### src/hdl/assert_macros.svh
// Assertion macros shared by the calendar counter RTL.
// Included by the files that carry concurrent assertions; no other dependencies.
`ifndef ASSERT_MACROS_SVH
`define ASSERT_MACROS_SVH

// Checked at every rising edge, suspended while reset is high.
`define CCT_ASSERT(name, clk, rst, prop, msg) \
   name: assert property (@(posedge clk) disable iff (rst) prop) else $error(msg);

// Checked at every rising edge, reset included.
`define CCT_ASSERT_ALWAYS(name, clk, prop, msg) \
   name: assert property (@(posedge clk) prop) else $error(msg);

`endif

### src/hdl/cct_pkg.sv
// Package for the calendar counter: time and date record, limits, reset values
// and the month length function. Has no dependencies.
`default_nettype none

package cct_pkg;

   typedef struct packed {
      logic [11:0] year;
      logic [3:0]  month;
      logic [4:0]  day;
      logic [4:0]  hour;
      logic [5:0]  minute;
      logic [5:0]  second;
   } cct_time_type;

   localparam int unsigned TDATA_W = 40;
   localparam int unsigned FIELDS_W = 38;

   localparam logic [6:0] SEC_PER_MIN   = 7'd60;
   localparam logic [6:0] MIN_PER_HOUR  = 7'd60;
   localparam logic [5:0] HOUR_PER_DAY  = 6'd24;
   localparam logic [4:0] MONTH_PER_YR  = 5'd12;

   localparam logic [3:0] MONTH_FEB = 4'd2;
   localparam logic [3:0] MONTH_APR = 4'd4;
   localparam logic [3:0] MONTH_JUN = 4'd6;
   localparam logic [3:0] MONTH_SEP = 4'd9;
   localparam logic [3:0] MONTH_NOV = 4'd11;

   localparam logic [4:0] DAYS_SHORT    = 5'd30;
   localparam logic [4:0] DAYS_LONG     = 5'd31;
   localparam logic [4:0] DAYS_FEB_LEAP = 5'd29;
   localparam logic [4:0] DAYS_FEB      = 5'd28;

   localparam cct_time_type TIME_RESET = '{
      year:   12'd2021,
      month:  4'd2,
      day:    5'd17,
      hour:   5'd12,
      minute: 6'd25,
      second: 6'd0
   };

   // Days in a month; any month code outside April, June, September,
   // November and February counts as a 31-day month.
   function automatic logic [4:0] month_length(input logic [3:0] month,
                                               input logic [1:0] year_low);
      logic [4:0] len;
      case (month)
         MONTH_APR, MONTH_JUN, MONTH_SEP, MONTH_NOV: begin
            len = DAYS_SHORT;
         end
         MONTH_FEB: begin
            len = (year_low == 2'd0) ? DAYS_FEB_LEAP : DAYS_FEB;
         end
         default: begin
            len = DAYS_LONG;
         end
      endcase
      return len;
   endfunction

endpackage

`default_nettype wire

### src/hdl/calendar_clock_tick.sv
// Top level of the real-time calendar counter: input register, calendar state,
// result register and stream handshakes. Depends on cct_pkg, cct_step, assert_macros.svh.
//
// Usage:
// The req channel carries one item per one-second tick (req_tuser = 0) or per load
// of the whole time and date (req_tuser = 1, fields in req_tdata). The rsp channel
// returns one item for every request: the full time and date after the update.
// An accepted item is held in an input register; the calendar update is computed
// from it and written into both the calendar state and the result register, which
// drives rsp_tvalid, once the result register is empty or its item is being taken.
// Throughput is one item per cycle while rsp_tready stays high; the calendar state
// update is the only recurrence and it is computed combinationally.
// When rsp_tready is low the result register holds its item, the input register
// fills, and req_tready falls until the result is taken; no item is lost.
// Reset (synchronous, active high) empties both registers and sets the calendar to
// 12:25:00 on day 17 of month 2, year 2021.
`default_nettype none
`include "assert_macros.svh"

module calendar_clock_tick (
   input  logic                      clock,
   input  logic                      reset,
   input  logic                      req_tvalid,
   output logic                      req_tready,
   // load_second, load_minute, load_hour, load_day, load_month, load_year, zero pad
   input  logic [cct_pkg::TDATA_W-1:0] req_tdata,
   // command
   input  logic                      req_tuser,
   output logic                      rsp_tvalid,
   input  logic                      rsp_tready,
   // seconds_now, minutes_now, hours_now, day_now, month_now, year_now, zero pad
   output logic [cct_pkg::TDATA_W-1:0] rsp_tdata
);
   import cct_pkg::*;

   logic         in_valid_ff;
   logic         in_valid_in;
   logic         in_cmd_ff;
   cct_time_type in_load_ff;
   cct_time_type req_load;
   logic         out_valid_ff;
   logic         out_valid_in;
   cct_time_type out_time_ff;
   cct_time_type state_ff;
   cct_time_type state_in;
   logic         advance;
   logic         req_fire;

   assign req_load.second = req_tdata[5:0];
   assign req_load.minute = req_tdata[11:6];
   assign req_load.hour   = req_tdata[16:12];
   assign req_load.day    = req_tdata[21:17];
   assign req_load.month  = req_tdata[25:22];
   assign req_load.year   = req_tdata[37:26];

   assign advance    = !out_valid_ff || rsp_tready;
   assign req_tready = !in_valid_ff || advance;
   assign req_fire   = req_tvalid && req_tready;

   cct_step u_step (
      .now_time  (state_ff),
      .load_cmd  (in_cmd_ff),
      .load_time (in_load_ff),
      .next_time (state_in)
   );

   always_comb begin
      in_valid_in = in_valid_ff;
      if (req_tready) begin
         in_valid_in = req_tvalid;
      end
      out_valid_in = out_valid_ff;
      if (advance) begin
         out_valid_in = in_valid_ff;
      end
   end

   always_ff @(posedge clock) begin
      if (reset) begin
         in_valid_ff  <= 1'b0;
         out_valid_ff <= 1'b0;
         state_ff     <= TIME_RESET;
      end else begin
         in_valid_ff  <= in_valid_in;
         out_valid_ff <= out_valid_in;
         if (advance && in_valid_ff) begin
            state_ff <= state_in;
         end
      end
   end

   always_ff @(posedge clock) begin
      if (req_fire) begin
         in_cmd_ff  <= req_tuser;
         in_load_ff <= req_load;
      end
      if (advance && in_valid_ff) begin
         out_time_ff <= state_in;
      end
   end

   assign rsp_tvalid = out_valid_ff;
   assign rsp_tdata  = {{(TDATA_W - FIELDS_W){1'b0}},
                        out_time_ff.year, out_time_ff.month, out_time_ff.day,
                        out_time_ff.hour, out_time_ff.minute, out_time_ff.second};

   `CCT_ASSERT(a_result_matches_state, clock, reset, out_valid_ff |-> out_time_ff == state_ff, "result register differs from calendar state")
   `CCT_ASSERT(a_load_stores_fields, clock, reset, (advance && in_valid_ff && in_cmd_ff) |=> state_ff == $past(in_load_ff), "load did not store the given time and date")
   `CCT_ASSERT(a_plain_tick, clock, reset, (advance && in_valid_ff && !in_cmd_ff && state_ff.second < 6'd58 && state_ff.minute < 6'd60 && state_ff.hour < 5'd24) |=> (state_ff.second == $past(state_ff.second) + 6'd1 && state_ff.minute == $past(state_ff.minute)), "tick without carry changed more than the seconds")
   `CCT_ASSERT_ALWAYS(a_reset_values, clock, reset |=> (state_ff == TIME_RESET && !out_valid_ff && !in_valid_ff), "reset did not restore the calendar")

endmodule

`default_nettype wire

### src/hdl/cct_step.sv
// Next-state logic of the calendar counter: one second tick with carries, or a load.
// Purely combinational; depends on cct_pkg.
`default_nettype none

module cct_step (
   input  cct_pkg::cct_time_type now_time,
   input  logic                  load_cmd,
   input  cct_pkg::cct_time_type load_time,
   output cct_pkg::cct_time_type next_time
);
   import cct_pkg::*;

   logic [6:0]   sec_inc;
   logic         sec_wrap;
   logic [6:0]   min_inc;
   logic         min_wrap;
   logic [5:0]   hour_inc;
   logic         hour_wrap;
   logic [5:0]   day_inc;
   logic [4:0]   day_len;
   logic         day_wrap;
   logic [4:0]   month_inc;
   logic         month_wrap;
   cct_time_type tick_time;

   always_comb begin
      sec_inc   = {1'b0, now_time.second} + 7'd1;
      sec_wrap  = (sec_inc >= SEC_PER_MIN);

      min_inc   = {1'b0, now_time.minute} + {6'd0, sec_wrap};
      min_wrap  = (min_inc >= MIN_PER_HOUR);

      hour_inc  = {1'b0, now_time.hour} + {5'd0, min_wrap};
      hour_wrap = (hour_inc >= HOUR_PER_DAY);

      day_inc   = {1'b0, now_time.day} + {5'd0, hour_wrap};
      day_len   = month_length(now_time.month, now_time.year[1:0]);
      day_wrap  = (day_inc > {1'b0, day_len});

      month_inc  = {1'b0, now_time.month} + {4'd0, day_wrap};
      month_wrap = (month_inc > MONTH_PER_YR);

      tick_time.second = sec_wrap   ? 6'd0 : sec_inc[5:0];
      tick_time.minute = min_wrap   ? 6'd0 : min_inc[5:0];
      tick_time.hour   = hour_wrap  ? 5'd0 : hour_inc[4:0];
      tick_time.day    = day_wrap   ? 5'd1 : day_inc[4:0];
      tick_time.month  = month_wrap ? 4'd1 : month_inc[3:0];
      tick_time.year   = now_time.year + {11'd0, month_wrap};

      next_time = load_cmd ? load_time : tick_time;
   end

endmodule

`default_nettype wire
### config.mk
export PLATFORM = sky130hd
export DESIGN_NAME = calendar_clock_tick
export DESIGN_NICKNAME = d
export VERILOG_FILES = /design/src/hdl/cct_pkg.sv /design/src/hdl/calendar_clock_tick.sv /design/src/hdl/cct_step.sv
export VERILOG_INCLUDE_DIRS = /design/src /design/src/hdl
export SDC_FILE = /design/constraint.sdc
export NUM_CORES = 1
export LEC_CHECK = 0
export BUFFER_PORTS_ARGS = -buffer_cell sky130_fd_sc_hd__clkbuf_2
export CAP_MARGIN = 10
export CORE_MARGIN = 2
export CORE_UTILIZATION = 40
export DETAILED_ROUTE_END_ITERATION = 8
export PLACE_DENSITY = 0.64
export RECOVER_POWER = 25
export SKIP_CTS_REPAIR_TIMING = 1
export SYNTH_ARGS = -nofsm -noshare
export SYNTH_HDL_FRONTEND = slang
export SYNTH_SLANG_ARGS = --single-unit
### constraint.sdc
create_clock -name clock -period 20.8 [get_ports clock]
set_input_delay 1.04 -clock clock [delete_from_list [all_inputs] [get_ports clock]]
set_output_delay 1.04 -clock clock [all_outputs]
set_load 0.005 [all_outputs]
==> summary.md <==
| Metric | Value |
|---|---|
| Min-delay src | state_ff[26] |
| WP buf/inv | 0 |
| Clk_skew | 0.00607 ns |
| Core ar. | around 13,000 um^2 |
| Placed inst area | ~5800 um^2 |
| Flops & latches, synth | roughly 120 |
| Die width | 119 um |
| Via density per instance | 5.33 |
| Overflow after GRT | 0 |
| Largest net degree at the start of global routing | between 60 and 70 |
| Placed Instances | 708 |
| RSZ-0062 raised after global routing | no |
| Clk sink count | 117 |
| Cell area after layout | 6350 um^2 |
| Filler Cells Inserted | 1,192 |
| Reg area | a little over 3000 um^2 |
| H-Tree Depth | 4 |
| Final number of setup-violating endpoints | 0 |
| Clock root cell | clkbuf_16 |
| Drc violations | 0 |
| Crit path launch type | register |
| LEAKAGE | 2.46 nW |
| Synth top cells by count | 77 x edfxtp_1, 58 x nand2_1, 46 x nor2_1 |
| Post-DRT Antenna Nets | 0 |
| Sw frac | 0.229 |
| Fin. Hold Viols | 0 |
| Fin crit period | 8.29 ns |
| CP max stage delay | 0.51 ns |
| Max Fanout on Critical Path | 7 |
| CP delay by family, top | adder cells |
| Seq pwr share | 0.470 |
| Logic pwr share | 0.085 |
| Pin slew with the least headroom to its limit | 2.21 ns |
| CP Capture Type | register |
| RD Place Congestion | 0.857 |
| DRT iter0 DRCs | 207 |
| Run status | finished with violations |
| Synth-to-Final Area Change | 20.0% |
| Antenna violations before repair | 0 |
| Power share of the clock group | 0.445 |
| Critical path depth | 31 |
| Int Pwr | approximately 0.00045 W |
| Async SR Flop Fraction | 0 |
| Skew-Pair Late Insertion Delay | 0.42 ns |
| Setup TNS | 0 ns |
| R2R Setup Slk | 12.51 ns |
| PortBufs | 82 |
| Crit Reg-Reg Endpoint | state_ff[37] |
| Final std cells w/o fill | 740 |
| Post-DP HPWL | 7.08 mm |
| Initial Util | 0.404 |
| Final WL | 11.3 mm |
| Number of global-route vias before repair | 3,948 |
| Max clock buf depth | 2 |
| Most used cell, CP | ha_1 |
| Ys Warns | 0 |
| Worst vdd ir | 0.0000472 V |
| Most common flop cell mapped by yosys | edfxtp_1 |
| Final #Nets | ~610 |
| Top cell type's share of synthesized area | 0.437 |
| Cell area after synthesis | 5290 um^2 |
| Global-route wire length before repair | between 15 and 20 mm |
| EDFF count, synth | 77 |
| P_sw | 0.000133 W |
| Worst setup path startpoint | state_ff[0] |
| Total power | roughly 0.00058 W |
| Crit share post-route | 0.399 |
| R2r worst-path depth | 31 |
| Layout cells sized above 1 | 0.216 |
| Drt first pass iters | 5 |
| Hold crit path type | register to register |
| Peak Freq | 121 MHz |
| DIE AREA | 14,200 um^2 |
| Post-synth top area cell | edfxtp_1 |
| Failing checks | max-capacitance violations, max-slew violations |
| Register area share after synthesis | 0.588 |
| CP Data Required Time | 21.03 ns |
| Mapped Cells | 475 |
| Rel. slew slack | -0.476 |
| Wire per inst | 15.3 um |
| Vias | 3,943 |
| Overall Global Routing Usage | 0.175 |
| Worst reg2reg path startpoint | state_ff[0] |
| Netlist cell types | 62 |
| # diodes | 0 |
| Die H | 119 um |
| Critical path's slowest cell | nor3_1 |
| CTS tree | yes |
| Cell with the most instances after synthesis | edfxtp_1 |
| Total CTS buffers | 17 |
| Crit Path Category | register to register |
| Top cells by area, synth | edfxtp_1 44%, dfxtp_1 15%, nand2_1 4.1% |
| Pwr/cell area | 91.5 nW/um^2 |
| Slew Viols, Final | 46 |
| # IOs | a little under 90 |
| Num rows | 42 |
| Worst EP arrival | about 8.5 ns |
| Maxcap violations | 1 |
| Worst hold slack | 0.495 ns |
| Worst setup path end | state_ff[37] |
| Synth Area per Inst | 11.1 um^2 |
| Area occupied by multi-input gates | 2050 um^2 |
| Clk slew on worst S/H paths | 0.05 ns |
==> power groups by stage <==
stage	combinational, W	clock [W]	sequential, W
2_1_floorplan	0.0000346	0	0.000275
3_3_place_gp	0.0000483	0	0.000276
3_5_place_dp	0.0000498	0	0.000277
4_1_cts	0.0000504	0.000264	0.000273
5_1_grt	0.0000561	0.000277	0.000274
6_report	0.0000495	0.000258	0.000273
==> final cells by class <==
| cell class | instances | share of cell area |
|---|---|---|
| flip-flops and latches | 117 | 0.490 |
| clock inverters | 5 | 0.00355 |
| clock buffers | 27 | 0.0792 |
| well taps | 176 | 0.0347 |
| inverters | 5 | 0.00296 |
| multi-input cells | 325 | 0.322 |
| repair buffers | 85 | 0.0668 |
==> metrics by stage <==
stage / util / worst slack (ns)
4_1_cts: 0.486 / 12.64
3_5_place_dp: 0.446 / 12.73
3_3_place_gp: 0.446 / 12.97
5_1_grt: 0.485 / 11.93
2_1_floorplan: - / 13.85
6_report: 0.485 / 12.51
==> sequential cells by signal (all words and copies together) (netlist names) <==
name / count
in_load_ff: 38
rsp_tdata: 38
state_ff: 38
in_cmd_ff: 1
in_valid_ff: 1
rsp_tvalid: 1
==> cells in the final DEF (no fill, tap or decap), types with 6 or more instances in the layout <==
cell / netlist / final
nor2_1: 46 / 46
nor3_1: 10 / 10
nand3_1: 14 / 14
clkbuf_1: 19 / 13
ha_1: 13 / 13
dfxtp_1: 40 / 40
o21ai_0: 17 / 17
clkbuf_2: 0 / 75
a21oi_1: 22 / 22
o21a_1: 9 / 9
xnor2_1: 15 / 15
mux2_2: 6 / 6
and3_1: 8 / 8
xor2_1: 10 / 10
edfxtp_1: 77 / 77
nand2_1: 58 / 58
o31ai_1: 10 / 10
clkbuf_16: 0 / 17
a211oi_1: 6 / 6
==> worst min-delay path by stage <==
stage	slack, ns	to	cells after the start
floorplan	0.46	state_ff[27]	2
global placement	0.48	state_ff[26]	2
detailed placement	0.49	state_ff[26]	2
CTS	0.49	state_ff[26]	2
global route	0.54	state_ff[28]	2
finish	0.50	state_ff[26]	2
==> tightest hold or removal path, cell delays in order, from the launching register on <==
cell      delay [ns]
dfxtp_1         0.32
nand2_1         0.06
nand3b_1        0.07
==> logic make-up after synthesis <==
group           synth area share
simple gates               0.154
buf+inv                   0.0258
mux                       0.0147
xor+xnor                  0.0414
fa+ha+maj                 0.0307
compound gates             0.145
flops                      0.588
other cells             0.000709
==> routing by layer <==
layer  part of all wire  vias to the layer above  global-route usage
li1                   -                     1899                   -
met1               0.43                     1913               0.211
met2               0.50                      114               0.284
met3              0.061                       17              0.0608
met4              0.017                        0              0.0729
met5                  0                        -                   0
Note: power is estimated with default switching activity, not from simulation.
